**src/rtl/pts_pkg.sv**
```systemverilog
// package: types, codes and constants of the priority thread scheduler
package pts_pkg;

   localparam int NumPrioDef = 32;
   localparam int PrioW      = 6;
   localparam int TicksW     = 32;
   localparam int GrpW       = 8;
   localparam int PosW       = 3;

   localparam logic [1:0] MODE_START = 2'd0;
   localparam logic [1:0] MODE_DELAY = 2'd1;
   localparam logic [1:0] MODE_TICK  = 2'd2;

   localparam logic [1:0] STAT_OK         = 2'd0;
   localparam logic [1:0] STAT_USED       = 2'd1;
   localparam logic [1:0] STAT_IDLE_DELAY = 2'd2;
   localparam logic [1:0] STAT_ZERO_DELAY = 2'd3;

   typedef struct packed {
      logic [1:0]        mode;
      logic [PrioW-1:0]  prio;
      logic [TicksW-1:0] ticks;
   } req_type;

   typedef struct packed {
      logic [PrioW-1:0] next_prio;
      logic             switch_needed;
      logic [1:0]       status;
   } rsp_type;

   typedef enum logic [2:0] {
      S_IDLE,
      S_EXEC,
      S_SWEEP,
      S_PICK_GRP,
      S_PICK_TOP
   } state_type;

   typedef struct packed {
      logic load;
      logic exec;
      logic sweep;
      logic pick_grp;
      logic pick_top;
   } cmd_type;

   typedef struct packed {
      logic is_tick;
      logic sweep_done;
      logic out_busy;
   } sts_type;

endpackage

```
**src/rtl/pts_ctrl.sv**
```systemverilog
// controller state machine of the priority thread scheduler
module pts_ctrl (
   input  logic             clock,
   input  logic             reset,
   input  logic             req_valid,
   output logic             req_ready,
   input  pts_pkg::sts_type sts,
   output pts_pkg::cmd_type cmd
);

   pts_pkg::state_type state_ff;
   pts_pkg::state_type state_in;

   always_ff @(posedge clock) begin
      if (reset) begin
         state_ff <= pts_pkg::S_IDLE;
      end else begin
         state_ff <= state_in;
      end
   end

   always_comb begin
      state_in = state_ff;
      unique case (state_ff)
         pts_pkg::S_IDLE: begin
            if (req_valid) state_in = pts_pkg::S_EXEC;
         end
         pts_pkg::S_EXEC: begin
            state_in = sts.is_tick ? pts_pkg::S_SWEEP : pts_pkg::S_PICK_GRP;
         end
         pts_pkg::S_SWEEP: begin
            if (sts.sweep_done) state_in = pts_pkg::S_PICK_GRP;
         end
         pts_pkg::S_PICK_GRP: begin
            state_in = pts_pkg::S_PICK_TOP;
         end
         pts_pkg::S_PICK_TOP: begin
            if (!sts.out_busy) state_in = pts_pkg::S_IDLE;
         end
         default: begin
            state_in = pts_pkg::S_IDLE;
         end
      endcase
   end

   always_comb begin
      req_ready    = 1'b0;
      cmd          = '0;
      unique case (state_ff)
         pts_pkg::S_IDLE: begin
            req_ready = 1'b1;
            cmd.load  = req_valid;
         end
         pts_pkg::S_EXEC: begin
            cmd.exec = 1'b1;
         end
         pts_pkg::S_SWEEP: begin
            cmd.sweep = 1'b1;
         end
         pts_pkg::S_PICK_GRP: begin
            cmd.pick_grp = 1'b1;
         end
         pts_pkg::S_PICK_TOP: begin
            cmd.pick_top = !sts.out_busy;
         end
         default: begin
            req_ready = 1'b0;
         end
      endcase
   end

endmodule

```
**src/rtl/pts_dp.sv**
```systemverilog
// datapath: masks, timeout memory, tick sweep, priority pick and result register
module pts_dp #(
   parameter int NUM_PRIO = pts_pkg::NumPrioDef
) (
   input  logic             clock,
   input  logic             reset,
   input  pts_pkg::req_type req_data,
   input  pts_pkg::cmd_type cmd,
   output pts_pkg::sts_type sts,
   output logic             rsp_valid,
   input  logic             rsp_ready,
   output pts_pkg::rsp_type rsp_data
);

   localparam int IdxW = $clog2(NUM_PRIO);
   localparam int CntW = $clog2(NUM_PRIO + 1);
   localparam int SelW = $clog2(NUM_PRIO + 1);
   localparam int NGrp = (NUM_PRIO + pts_pkg::GrpW - 1) / pts_pkg::GrpW;

   pts_pkg::req_type req_ff;
   pts_pkg::req_type req_in;

   logic [NUM_PRIO-1:0]      ready_ff, ready_in;
   logic [NUM_PRIO-1:0]      delayed_ff, delayed_in;
   logic [NUM_PRIO:0]        started_ff, started_in;
   logic [pts_pkg::PrioW-1:0] cur_ff, cur_in;
   logic [1:0]               stat_ff, stat_in;

   logic [CntW-1:0]          idx_ff, idx_in;
   logic                     rd_vld_ff, rd_vld_in;
   logic [IdxW-1:0]          rd_idx_ff;
   logic [pts_pkg::TicksW-1:0] rd_data_ff;
   logic [pts_pkg::TicksW-1:0] dec;

   logic [pts_pkg::TicksW-1:0] mem [NUM_PRIO];
   logic                     wr_en;
   logic [IdxW-1:0]          wr_addr;
   logic [pts_pkg::TicksW-1:0] wr_data;
   logic [IdxW-1:0]          rd_addr;

   logic [NGrp*pts_pkg::GrpW-1:0] rdy_pad;
   logic [NGrp-1:0]          grp_any_ff, grp_any_in;
   logic [pts_pkg::PosW-1:0] grp_pos_ff [NGrp];
   logic [pts_pkg::PosW-1:0] grp_pos_in [NGrp];
   logic [pts_pkg::PrioW-1:0] pick;

   logic                     rsp_valid_ff, rsp_valid_in;
   pts_pkg::rsp_type         rsp_ff, rsp_in;

   logic [pts_pkg::PrioW-1:0] p_m1;
   logic [pts_pkg::PrioW-1:0] cur_m1;
   logic                     p_ok;
   logic                     delay_ok;

   assign p_m1   = req_ff.prio - pts_pkg::PrioW'(1);
   assign cur_m1 = cur_ff - pts_pkg::PrioW'(1);
   assign p_ok   = (req_ff.prio <= pts_pkg::PrioW'(NUM_PRIO)) &&
                   !started_ff[req_ff.prio[SelW-1:0]];
   assign delay_ok = cmd.exec && (req_ff.mode == pts_pkg::MODE_DELAY) &&
                     (cur_ff != '0) && (cur_ff <= pts_pkg::PrioW'(NUM_PRIO)) &&
                     (req_ff.ticks != '0);

   assign dec = rd_data_ff - pts_pkg::TicksW'(1);

   // captured transaction, the start / delay update and the timeout expiry update
   always_comb begin
      req_in     = cmd.load ? req_data : req_ff;
      ready_in   = ready_ff;
      delayed_in = delayed_ff;
      started_in = started_ff;
      stat_in    = stat_ff;
      if (cmd.exec) begin
         stat_in = pts_pkg::STAT_OK;
         if (req_ff.mode == pts_pkg::MODE_START) begin
            if (!p_ok) begin
               stat_in = pts_pkg::STAT_USED;
            end else begin
               started_in[req_ff.prio[SelW-1:0]] = 1'b1;
               if (req_ff.prio != '0) ready_in[p_m1[IdxW-1:0]] = 1'b1;
            end
         end else if (req_ff.mode == pts_pkg::MODE_DELAY) begin
            if (cur_ff == '0 || cur_ff > pts_pkg::PrioW'(NUM_PRIO)) begin
               stat_in = pts_pkg::STAT_IDLE_DELAY;
            end else if (req_ff.ticks == '0) begin
               stat_in = pts_pkg::STAT_ZERO_DELAY;
            end else begin
               ready_in[cur_m1[IdxW-1:0]]   = 1'b0;
               delayed_in[cur_m1[IdxW-1:0]] = 1'b1;
            end
         end
      end
      if (rd_vld_ff && dec == '0) begin
         ready_in[rd_idx_ff]   = 1'b1;
         delayed_in[rd_idx_ff] = 1'b0;
      end
   end

   // tick sweep: read one entry a cycle, write back the decrement in the next cycle
   always_comb begin
      idx_in    = idx_ff;
      rd_vld_in = 1'b0;
      rd_addr   = idx_ff[IdxW-1:0];
      if (cmd.exec) begin
         idx_in = '0;
      end else if (cmd.sweep && idx_ff < CntW'(NUM_PRIO)) begin
         idx_in    = idx_ff + CntW'(1);
         rd_vld_in = delayed_ff[idx_ff[IdxW-1:0]];
      end
   end

   assign sts.sweep_done = (idx_ff == CntW'(NUM_PRIO));
   assign sts.is_tick    = (req_ff.mode == pts_pkg::MODE_TICK);
   assign sts.out_busy   = rsp_valid_ff && !rsp_ready;

   always_comb begin
      wr_en   = delay_ok || rd_vld_ff;
      wr_addr = delay_ok ? cur_m1[IdxW-1:0] : rd_idx_ff;
      wr_data = delay_ok ? req_ff.ticks : dec;
   end

   always_ff @(posedge clock) begin
      if (wr_en) mem[wr_addr] <= wr_data;
   end

   always_ff @(posedge clock) begin
      rd_data_ff <= mem[rd_addr];
      rd_idx_ff  <= rd_addr;
   end

   // highest ready priority: per group of eight, then across groups
   always_comb begin
      rdy_pad               = '0;
      rdy_pad[NUM_PRIO-1:0] = ready_ff;
      for (int g = 0; g < NGrp; g++) begin
         grp_any_in[g] = 1'b0;
         grp_pos_in[g] = '0;
         for (int b = 0; b < pts_pkg::GrpW; b++) begin
            if (rdy_pad[g*pts_pkg::GrpW + b]) begin
               grp_any_in[g] = 1'b1;
               grp_pos_in[g] = pts_pkg::PosW'(b);
            end
         end
      end
   end

   always_comb begin
      pick = '0;
      for (int g = 0; g < NGrp; g++) begin
         if (grp_any_ff[g]) begin
            pick = pts_pkg::PrioW'(g * pts_pkg::GrpW) +
                   pts_pkg::PrioW'(grp_pos_ff[g]) + pts_pkg::PrioW'(1);
         end
      end
   end

   always_ff @(posedge clock) begin
      if (cmd.pick_grp) begin
         grp_any_ff <= grp_any_in;
         grp_pos_ff <= grp_pos_in;
      end
   end

   // result register
   always_comb begin
      rsp_valid_in = rsp_valid_ff && !rsp_ready;
      rsp_in       = rsp_ff;
      cur_in       = cur_ff;
      if (cmd.pick_top) begin
         rsp_valid_in         = 1'b1;
         rsp_in.next_prio     = pick;
         rsp_in.switch_needed = (pick != cur_ff);
         rsp_in.status        = stat_ff;
         cur_in               = pick;
      end
   end

   always_ff @(posedge clock) begin
      if (reset) begin
         ready_ff     <= '0;
         delayed_ff   <= '0;
         started_ff   <= '0;
         cur_ff       <= '0;
         idx_ff       <= '0;
         rd_vld_ff    <= 1'b0;
         rsp_valid_ff <= 1'b0;
      end else begin
         ready_ff     <= ready_in;
         delayed_ff   <= delayed_in;
         started_ff   <= started_in;
         cur_ff       <= cur_in;
         idx_ff       <= idx_in;
         rd_vld_ff    <= rd_vld_in;
         rsp_valid_ff <= rsp_valid_in;
      end
   end

   always_ff @(posedge clock) begin
      req_ff  <= req_in;
      stat_ff <= stat_in;
      rsp_ff  <= rsp_in;
   end

   assign rsp_valid = rsp_valid_ff;
   assign rsp_data  = rsp_ff;

endmodule

```
**src/rtl/priority_thread_scheduler.sv**
```systemverilog
// top level of the priority thread scheduler
// Preemptive priority scheduler for NUM_PRIO threads plus the idle thread at
// priority 0. One transaction is worked on at a time. A start, delay or
// unused-mode transaction passes through the execute, group-pick and top-pick
// steps before the next one can be accepted. A tick also runs the sweep after
// the execute step; the sweep reads one stored timeout per cycle and writes
// back its decrement in the next cycle, through the separate read and write
// ports of the timeout memory. The result waits in an output register, so a
// new transaction is accepted while the previous result is still not taken.
// The next result then waits in the final step until that one is taken.
// Every transaction yields exactly one result transaction.
module priority_thread_scheduler #(
   parameter int NUM_PRIO = pts_pkg::NumPrioDef
) (
   input  logic             clock,
   input  logic             reset,
   input  logic             req_valid,
   output logic             req_ready,
   input  pts_pkg::req_type req_data,
   output logic             rsp_valid,
   input  logic             rsp_ready,
   output pts_pkg::rsp_type rsp_data
);

   pts_pkg::cmd_type cmd;
   pts_pkg::sts_type sts;

   pts_ctrl u_ctrl (
      .clock     (clock),
      .reset     (reset),
      .req_valid (req_valid),
      .req_ready (req_ready),
      .sts       (sts),
      .cmd       (cmd)
   );

   pts_dp #(
      .NUM_PRIO (NUM_PRIO)
   ) u_dp (
      .clock     (clock),
      .reset     (reset),
      .req_data  (req_data),
      .cmd       (cmd),
      .sts       (sts),
      .rsp_valid (rsp_valid),
      .rsp_ready (rsp_ready),
      .rsp_data  (rsp_data)
   );

endmodule

```
**config.mk**
```make
export PLATFORM = sky130hd
export DESIGN_NAME = priority_thread_scheduler
export DESIGN_NICKNAME = d
export VERILOG_FILES = /design/src/rtl/pts_pkg.sv /design/src/rtl/pts_ctrl.sv /design/src/rtl/pts_dp.sv /design/src/rtl/priority_thread_scheduler.sv
export SDC_FILE = /design/constraint.sdc
export NUM_CORES = 1
export LEC_CHECK = 0
export BUFFER_PORTS_ARGS = -buffer_cell sky130_fd_sc_hd__buf_2
export CAP_MARGIN = 10
export CORE_MARGIN = 2
export CORE_UTILIZATION = 50
export DETAILED_ROUTE_END_ITERATION = 10
export GPL_TIMING_DRIVEN = 1
export PLACE_DENSITY = 0.65
export SLEW_MARGIN = 20
export SYNTH_ARGS = -nofsm -noshare
export SYNTH_HDL_FRONTEND = slang
export SYNTH_SLANG_ARGS = --single-unit
```
**constraint.sdc**
```tcl
create_clock -name clock -period 4.95 [get_ports clock]
set_input_delay 0.2475 -clock clock [delete_from_list [all_inputs] [get_ports clock]]
set_output_delay 0.2475 -clock clock [all_outputs]
set_load 0.005 [all_outputs]
```
Yosys cells after proc, flatten, opt, wreduce, memory -nomap -nowiden:

Memories as Yosys holds them, arrays and structs flattened. A register that Yosys moved wholly into a read port is not among the register bits.
Cells that the tools add are included.

* ROM bits: 0
* memories kept: 1
* input port bits: 44
* memory bits (writable): 1024
* flip-flop bits (word level): 186
* latch bits: 0
* output and inout bits: 11

Memory list
* u_dp.mem: depth 32, width 32, read ports 1, clocked after memory_dff 1, wr ports 1, RTL line pts_dp.sv:35 `logic [pts_pkg::TicksW-1:0] mem [NUM_PRIO];`

* divide/modulo/power cells: 0
* $lt $le $gt $ge: 13
* reduce and logical (&&, ||, !) cells: 41
* muxes and demuxes: 79
* equal/unequal tests: 11
* add/sub/neg operators: 11
* $mul: 0
* bitwise operators: 9
* shift-type cells: 0

Operators with widths (number)
* $mux 32: 15
* $or 32x32->32: 3
* $and 32x32->32: 2
* $logic_not 32->1: 2
* $not 32->32: 2
* $mux 2: 20
* $or 33x33->33: 1
* $reduce_bool 32->1: 1
* $sub 32x1->32 const B: 1
* $mux 1: 29
* $reduce_or 7->1: 4
* $add 6x1->6 const B: 4
* $lt 5x6->1 const B: 4
* $mux 6: 4
* $reduce_or 4->1: 4
* $demux 1 s5: 3
* $ge 5x1->1 const B: 3
* $pmux 3 s5: 1
* $add 5x3->6 const A: 2
* $le 6x6->1 const B: 2
* $logic_and 1x1->1: 12
* $reduce_bool 6->1: 2
* $reduce_or 2->1: 5
* $sub 5x1->5 const B: 2
* other kinds (27): 36

Logic depth before layout (Yosys ltp):

Gate-level depths: netlist (run 1).

* depth in word-level cells: 14
* depth in mapped cells: 12
* gate-level depth less buffers: 9

By module:

Synthesis (run 1) repeated with hierarchy kept, for this count alone.

* cell total of the unflattened synthesis: 2599
* area total of the unflattened synthesis: 49178.4 um^2

Modules (own cells, without submodules)
* pts_dp: sequential area each 35724.3 um^2, instances 1, cells each 2572, area each 48940.7 um^2
* pts_ctrl: sequential area each 60.1 um^2, instances 1, cells each 27, area each 237.7 um^2

Worst setup path after synthesis (run 1):

No wires, ideal clock.

* path kind: register -> register
* from: register u_dp.cur_ff[0] (netlist bit)
* to: memory u_dp.mem[23][0] (netlist bit), enable pin
* data required time: 4.529 ns
* path slack: 1.050 ns
* setup time: 0.421 ns
* stages on the path, launching flop included: 10
* arrival time: 3.479 ns
* clock period less this slack: 3.900 ns
* cells stage by stage: dfxtp_1 > inv_1 > ha_1 > nor4b_1 > xnor2_1 > o211ai_1 > buf_2 > o21ai_0 > nand2_1 > nor2_1

* cells in the longest elaborated chain, start to end: 7
* elaborated cells on any way between the ends: 10
* those cells by class: add/sub: 1; order compare: 1; mux: 3; reduce/logical: 5

Ends and longest elaborated chain
* start, declared: RTL line pts_dp.sv:26 `logic [pts_pkg::PrioW-1:0] cur_ff, cur_in;`
* start signal, assigned: RTL line pts_dp.sv:190 `cur_ff <= cur_in;`
* branches (longest 7 deep; another with $le 6x6->1)
* end, declared: RTL line pts_dp.sv:35

Several ways; the timed one is not identified.

Worst setup path after layout (run 1):

* from: register u_dp.cur_ff[1] (netlist bit)
* to: memory u_dp.mem[5][22] (netlist bit), enable pin

Same word-level chain as after synthesis.

==> flow_summary_export.csv, run 1 <==
group,metric,value,unit
placed_design,place_congestion,0.912,
synthesis,yosysTopAreaCell,"edfxtp_1",
synthesis,synth.top_cell.area_share,66.8,%
sta,slew_headroom,26.5,%
sta,tns,0,ns
global_routing,grt_max_degree,78,
worst_setup_path,required,5.36,ns
route,route.detailed.drc,0,
finish,drive_above_1_share,28.3,%
placed_design,io_buffers,54,
placed_design,dp_slack,0.836,ns
sta,fin_crit_sh,82.6,%
placed_design,dp_hpwl,83100,um
route,avgRoutedWirePerCell,30.6,um
clock_tree,cts_max_level,3,
route,wl,127000,um
synthesis,synth.area.top_cells,"edfxtp_1 67%, mux4_2 16%, dfxtp_1 6.2%, nor2_1 1.3%, clkbuf_1 0.79%",
synthesis,async_reset_ff_share,0,%
sta,slew_viol_final,0,
synthesis,synth_common_cells,"1091 x edfxtp_1, 339 x mux4_2, 171 x nor2_1",
worst_setup_path,critPathMaxFanout,19,
sta,finalCriticalPeriod,4.09,ns
sta,hold_viol_final,0,
power_and_ir_drop,p_total,22.9,mW
worst_setup_path,endpoint_kind,"flip-flop",
sta,grt_setup_unrepaired,"no",
global_routing,grt_pass1_vias,26000,
outcome,status,"finished clean",
die,die-width,317,um
global_routing,overflow,0,
synthesis,synthDistinctLibCells,77,
global_routing,grt_pass1_wl,183000,um
route,drtPass1Iterations,7,
global_routing,grt_usage,25.6,%
route,antenna_left,0,
route,initialDrtViolationCount,3461,
sta,fmax,245,MHz
synthesis,seq_area_frac_synth,72.9,%
sta,setup_viol,0,
synthesis,syn-num-nets,2626,
worst_setup_path,crit_type,"flip-flop to flip-flop",
die,core-area,97000,um^2
synthesis,synth_edf_count,1091,
power_and_ir_drop,peakVddDrop,0.294,mV
die,placementRows,114,
power_and_ir_drop,power_density,405,nW/um^2
synthesis,mappedNetlistArea,49100,um^2
die,num_io_pins,55,
sta,worst_hold_slack,0.0986,ns
synthesis,yosys_warnings,0,
finish,finish.instance_area,56600,um^2
synthesis,synth-seq-cells,1242,
finish,area_growth,15.2,%
clock_tree,clk_latency,0.73,ns
finish,final_cells,4146,
global_routing,antenna_found_initial,9,
worst_setup_path,start_kind,"flip-flop",
worst_setup_path,startpoint,"u_dp.cur_ff[1]$_SDFFE_PP0P_",
die,dieArea,101000,um^2
synthesis,syn_area_per_cell,19.1,um^2
sta,skew,0.0478,ns
clock_tree,clockBufferDepth,3,
clock_tree,numCtsBuffers,121,
placed_design,placed_cells,3874,
worst_setup_path,r2r-start,"u_dp.cur_ff[1]$_SDFFE_PP0P_",
clock_tree,clock-sinks,1242,
clock_tree,clk_pin_slew,0.06,ns
route,vias,26300,
synthesis,postSynthCellCount,2567,
die,dieHeight,317,um
clock_tree,tritoncts,"done",
clock_tree,postCtsSetupBuffers,0,
route,viasPerCell,6.33,
finish,n_antenna_cell,0,
synthesis,synth_flop_cell,"edfxtp_1",
worst_setup_path,crit_arrival,4.50,ns
hold_path,hold_path.class,"input pin to flip-flop",
sta,worst_slack,0.861,ns
placed_design,postPlaceCellArea,51900,um^2
synthesis,synthMostInstantiatedCell,"edfxtp_1",
finish,fin_util,58.3,%
flow_run,max_cap_violations,0,
sta,worst_pin_slew,1.09,ns
power_and_ir_drop,p_leak,17.4,nW
hold_path,hold_start,"req_valid",
finish,fin_nets,2821,
clock_tree,root_buffer,"clkbuf_16",
die,start_util,50.6,%
[registers in the layout (all words and copies together) (netlist names)]
name	count
u_dp.mem	1024
u_dp.req_ff	40
u_dp.started_ff	33
u_dp.delayed_ff	32
u_dp.rd_data_ff	32
u_dp.rdy_pad	32
u_dp.grp_pos_ff	12
u_dp.rsp_data	9
u_dp.cur_ff	6
u_dp.idx_ff	6
u_dp.rd_idx_ff	5
u_dp.grp_any_ff	4
u_ctrl.state_ff	3
u_dp.stat_ff	2
u_dp.rd_vld_ff	1
u_dp.rsp_valid	1
[cell usage in the layout, fill, tap and decap left out, types with 18 or more instances in the layout]
| cell | netlist | final |
|---|---|---|
| a21oi_1 | 60 | 59 |
| a31oi_1 | 45 | 40 |
| buf_12 | 1 | 24 |
| buf_2 | 9 | 54 |
| buf_4 | 3 | 96 |
| bufinv_16 | 0 | 22 |
| clkbuf_16 | 0 | 121 |
| clkinv_1 | 0 | 24 |
| clkinv_2 | 0 | 26 |
| dfxtp_1 | 151 | 146 |
| dlygate4sd3_1 | 0 | 41 |
| edfxtp_1 | 1091 | 1091 |
| inv_1 | 21 | 21 |
| mux2_2 | 34 | 34 |
| mux4_2 | 339 | 339 |
| nand2_1 | 96 | 96 |
| nand3_1 | 18 | 18 |
| nand4_1 | 33 | 33 |
| nor2_1 | 171 | 139 |
| nor2_4 | 1 | 33 |
| nor3_1 | 35 | 35 |
| nor4_1 | 20 | 20 |
| o21ai_0 | 63 | 42 |
| o21ai_1 | 3 | 22 |
| xnor2_1 | 34 | 34 |
[cell type report]
cell class | count | area [um^2]
inverter | 21 | 78.8
clock buffer | 139 | 3120
multi-input combinational | 1161 | 13000
sequential | 1242 | 35800
tap | 1276 | 1600
fill | 7109 | 40400
timing repair buffer | 215 | 1880
clock inverter | 92 | 1120
[cells by family after synthesis]
group	share of synthesized area, %
multiplexers	16.5
AND/OR/NAND/NOR	4.86
flip-flops	72.9
AO/OA/AOI/OAI	3.11
buffers and inverters	1.36
adder cells (fa/ha/maj)	0.382
XOR/XNOR	0.874
[final timing paths]
| kind | to | slack (ns) | cells past startpoint |
|---|---|---|---|
| worst max register to register | u_dp.mem[5][22]$_DFFE_PP_ | 0.86 | 9 |
| worst min register to register | u_dp.rsp_data[1]$_DFFE_PP_ | 0.42 | 0 |
| worst max-delay path | u_dp.mem[5][22]$_DFFE_PP_ | 0.86 | 9 |
| worst min-delay path | u_ctrl.state_ff[0]$_SDFFE_PP0P_ | 0.1 | 5 |
[timing repair]
action	4_1_cts	5_1_grt
resized for setup	0	0
hold buffers	41	0
hold endpoints to repair	42	0
[routing by layer]
layer	up-vias	track usage, %	share of wire, %
met5	-	0	0.024
met4	4	8.47	3.3
met3	204	4.73	9.3
met2	1313	38.8	46
met1	13800	37.9	42
li1	10900	-	-
[critical path: stages, from the launching register on]
cell     delay [ns]
dfxtp_1        0.41
inv_1          0.14
ha_1           0.34
nor3b_1        0.21
xnor2_1        0.45
nand2_1        0.30
o21ai_0        0.68
nand2_1        0.44
nor2_4         0.56
buf_12         0.25
[power breakdown]
group / switching, mW / internal (mW)
registers: 0.127 / 11.6
logic: 0.912 / 0.605
clock network: 4.00 / 5.68
total: 5.03 / 17.9
Note: power is estimated with default switching activity, not from simulation.
==> run 2, diff against run 1 <==
Settings changed: PLACE_DENSITY 0.65 to 0.68.
Clock period 4.95 ns to 3.4 ns, I/O delays scaled along.
==> run 2 against run 1 <==
Against the previous run:
- flip-flop and latch count did not move
- routed wire length down 2.6%
- utilization up 1.0 points
- cell area up 1.8%
- sequential power grew 45%
- critical path type unchanged
==> flow_summary_export.csv, run 2 (same netlist as run 1, synthesis figures left out) <==
group,metric,value,unit
die,start_util,50.6,%
route,met2_length,59600,um
global_routing,overflow,0,
clock_tree,tritoncts,"done",
route,avgRoutedWirePerCell,29.3,um
die,die-width,317,um
finish,largest-register,"u_dp.mem",
power_and_ir_drop,peakVddDrop,0.464,mV
sta,worst_pin_slew,0.972,ns
hold_path,hold_path.class,"input pin to flip-flop",
sta,fin_crit_sh,98.5,%
sta,grt_setup_unrepaired,"yes",
die,num_io_pins,55,
route,drtPass1Iterations,7,
placed_design,io_buffers,54,
outcome,status,"finished clean",
die,placementRows,114,
global_routing,grt_usage,25.0,%
worst_setup_path,critPathMaxFanout,15,
finish,final_common_cell,"edfxtp_1",
finish,drive_above_1_share,29.5,%
clock_tree,clockBufferDepth,3,
power_and_ir_drop,p_leak,17.9,nW
worst_setup_path,crit_arrival,3.74,ns
clock_tree,clk_latency,0.73,ns
sta,worst_hold_slack,0.146,ns
clock_tree,clk_pin_slew,0.06,ns
global_routing,grt_pass1_vias,26500,
route,route.detailed.drc,0,
flow_run,max_cap_violations,0,
route,wl,123000,um
sta,fmax,299,MHz
global_routing,grt_pass1_wl,182000,um
finish,area_growth,17.3,%
finish,reg_top3,"u_dp.mem x1024, u_dp.req_ff x40, u_dp.started_ff x33",
sta,slew_headroom,34.9,%
placed_design,place_congestion,0.971,
clock_tree,root_buffer,"clkbuf_16",
die,core-area,97000,um^2
sta,hold_viol_final,0,
route,drt-met1-wl,50600,um
clock_tree,clock-sinks,1242,
worst_setup_path,endpoint_kind,"flip-flop",
global_routing,grt_max_degree,100,
finish,mostFrequentLayoutCells,"1091 x edfxtp_1, 339 x mux4_2, 146 x dfxtp_1, 136 x nor2_1, 125 x clkbuf_16",
route,dr.max_layer_used,"met5",
worst_setup_path,required,3.79,ns
worst_setup_path,crit_type,"flip-flop to flip-flop",
sta,slew_viol_final,0,
finish,largest_reg_flops,1024,
worst_setup_path,start_kind,"flip-flop",
route,viasPerCell,6.26,
power_and_ir_drop,p_total,32.7,mW
finish,fin_nets,2888,
sta,skew,0.0743,ns
global_routing,antenna_found_initial,10,
route,antenna_left,0,
route,vias,26400,
clock_tree,cts_max_level,3,
die,dieArea,101000,um^2
die,dieHeight,317,um
placed_design,dp_hpwl,80100,um
clock_tree,numCtsBuffers,121,
power_and_ir_drop,power_density,568,nW/um^2
sta,finalCriticalPeriod,3.35,ns
route,route.met3.wl,10700,um
route,initialDrtViolationCount,3192,
sta,setup_viol,0,
## run 2: layer usage
layer  track usage [%]  vias up
li1                  -    11000
met1              36.2    13900
met2              39.8     1262
met3              4.62      171
met4              5.99        4
met5                 0        -
## run 2: timing repair
item                                    4_1_cts  5_1_grt
endpoints found under the setup margin      290     1024
setup buffers                                 0        5
hold buffers                                 42        0
pin swaps                                     0        4
resized for setup                             2        7
hold endpoints to repair                     43        0
## run 2: layout make-up
class | count | area (um^2)
diodes | 1 | 2.50
clock buffers | 160 | 3280
clock inverters | 69 | 732
fillers | 6935 | 39400
inverters | 21 | 78.8
multi-input cells | 1161 | 13000
flip-flops and latches | 1242 | 35800
well taps | 1276 | 1600
repair buffers | 282 | 3100
## run 2: power breakdown
group	total, mW	internal, mW	switching (mW)
Clock	13.4	7.71	5.68
Sequential	17.0	16.9	0.132
Combinational	2.28	0.948	1.33
## run 2: worst paths after layout
kind	depth (start not counted)	start	slack (ns)	endpoint
min reg2reg	0	u_dp.stat_ff[1]$_SDFFCE_PP0P_	0.45	u_dp.rsp_data[1]$_DFFE_PP_
max	10	u_ctrl.state_ff[2]$_SDFFE_PP0P_	0.05	u_dp.mem[5][18]$_DFFE_PP_
min	3	reset	0.15	u_dp.rdy_pad[6]$_SDFF_PP0_
max reg2reg	10	u_ctrl.state_ff[2]$_SDFFE_PP0P_	0.05	u_dp.mem[5][18]$_DFFE_PP_
## run 2: critical path, cell delays in order (launching register included)
cell and delay (ns):
dfxtp_1 0.31, or3b_1 0.49, nor2_1 0.37, buf_4 0.20
o211ai_1 0.14, buf_4 0.22, buf_4 0.16, o21ai_0 0.32
nand2_1 0.34, nor2_4 0.27, buf_12 0.20
## run 2: metrics by stage
| stage | area [um^2] | TNS [ns] | setup WS [ns] | utilization (%) | cells |
|---|---|---|---|---|---|
| 2_1_floorplan | 49100 | -332.25 | -0.500 | - | 2567 |
| 3_3_place_gp | 53100 | -0.619 | -0.0240 | 54.7 | 3935 |
| 3_5_place_dp | 53100 | -11.13 | -0.0875 | 54.7 | 3935 |
| 4_1_cts | 57500 | 0 | 0.0208 | 59.3 | 4206 |
| 5_1_grt | 57600 | -0.680 | -0.0546 | 59.3 | 4212 |
| 6_report | 57600 | 0 | 0.0518 | 59.3 | 4212 |
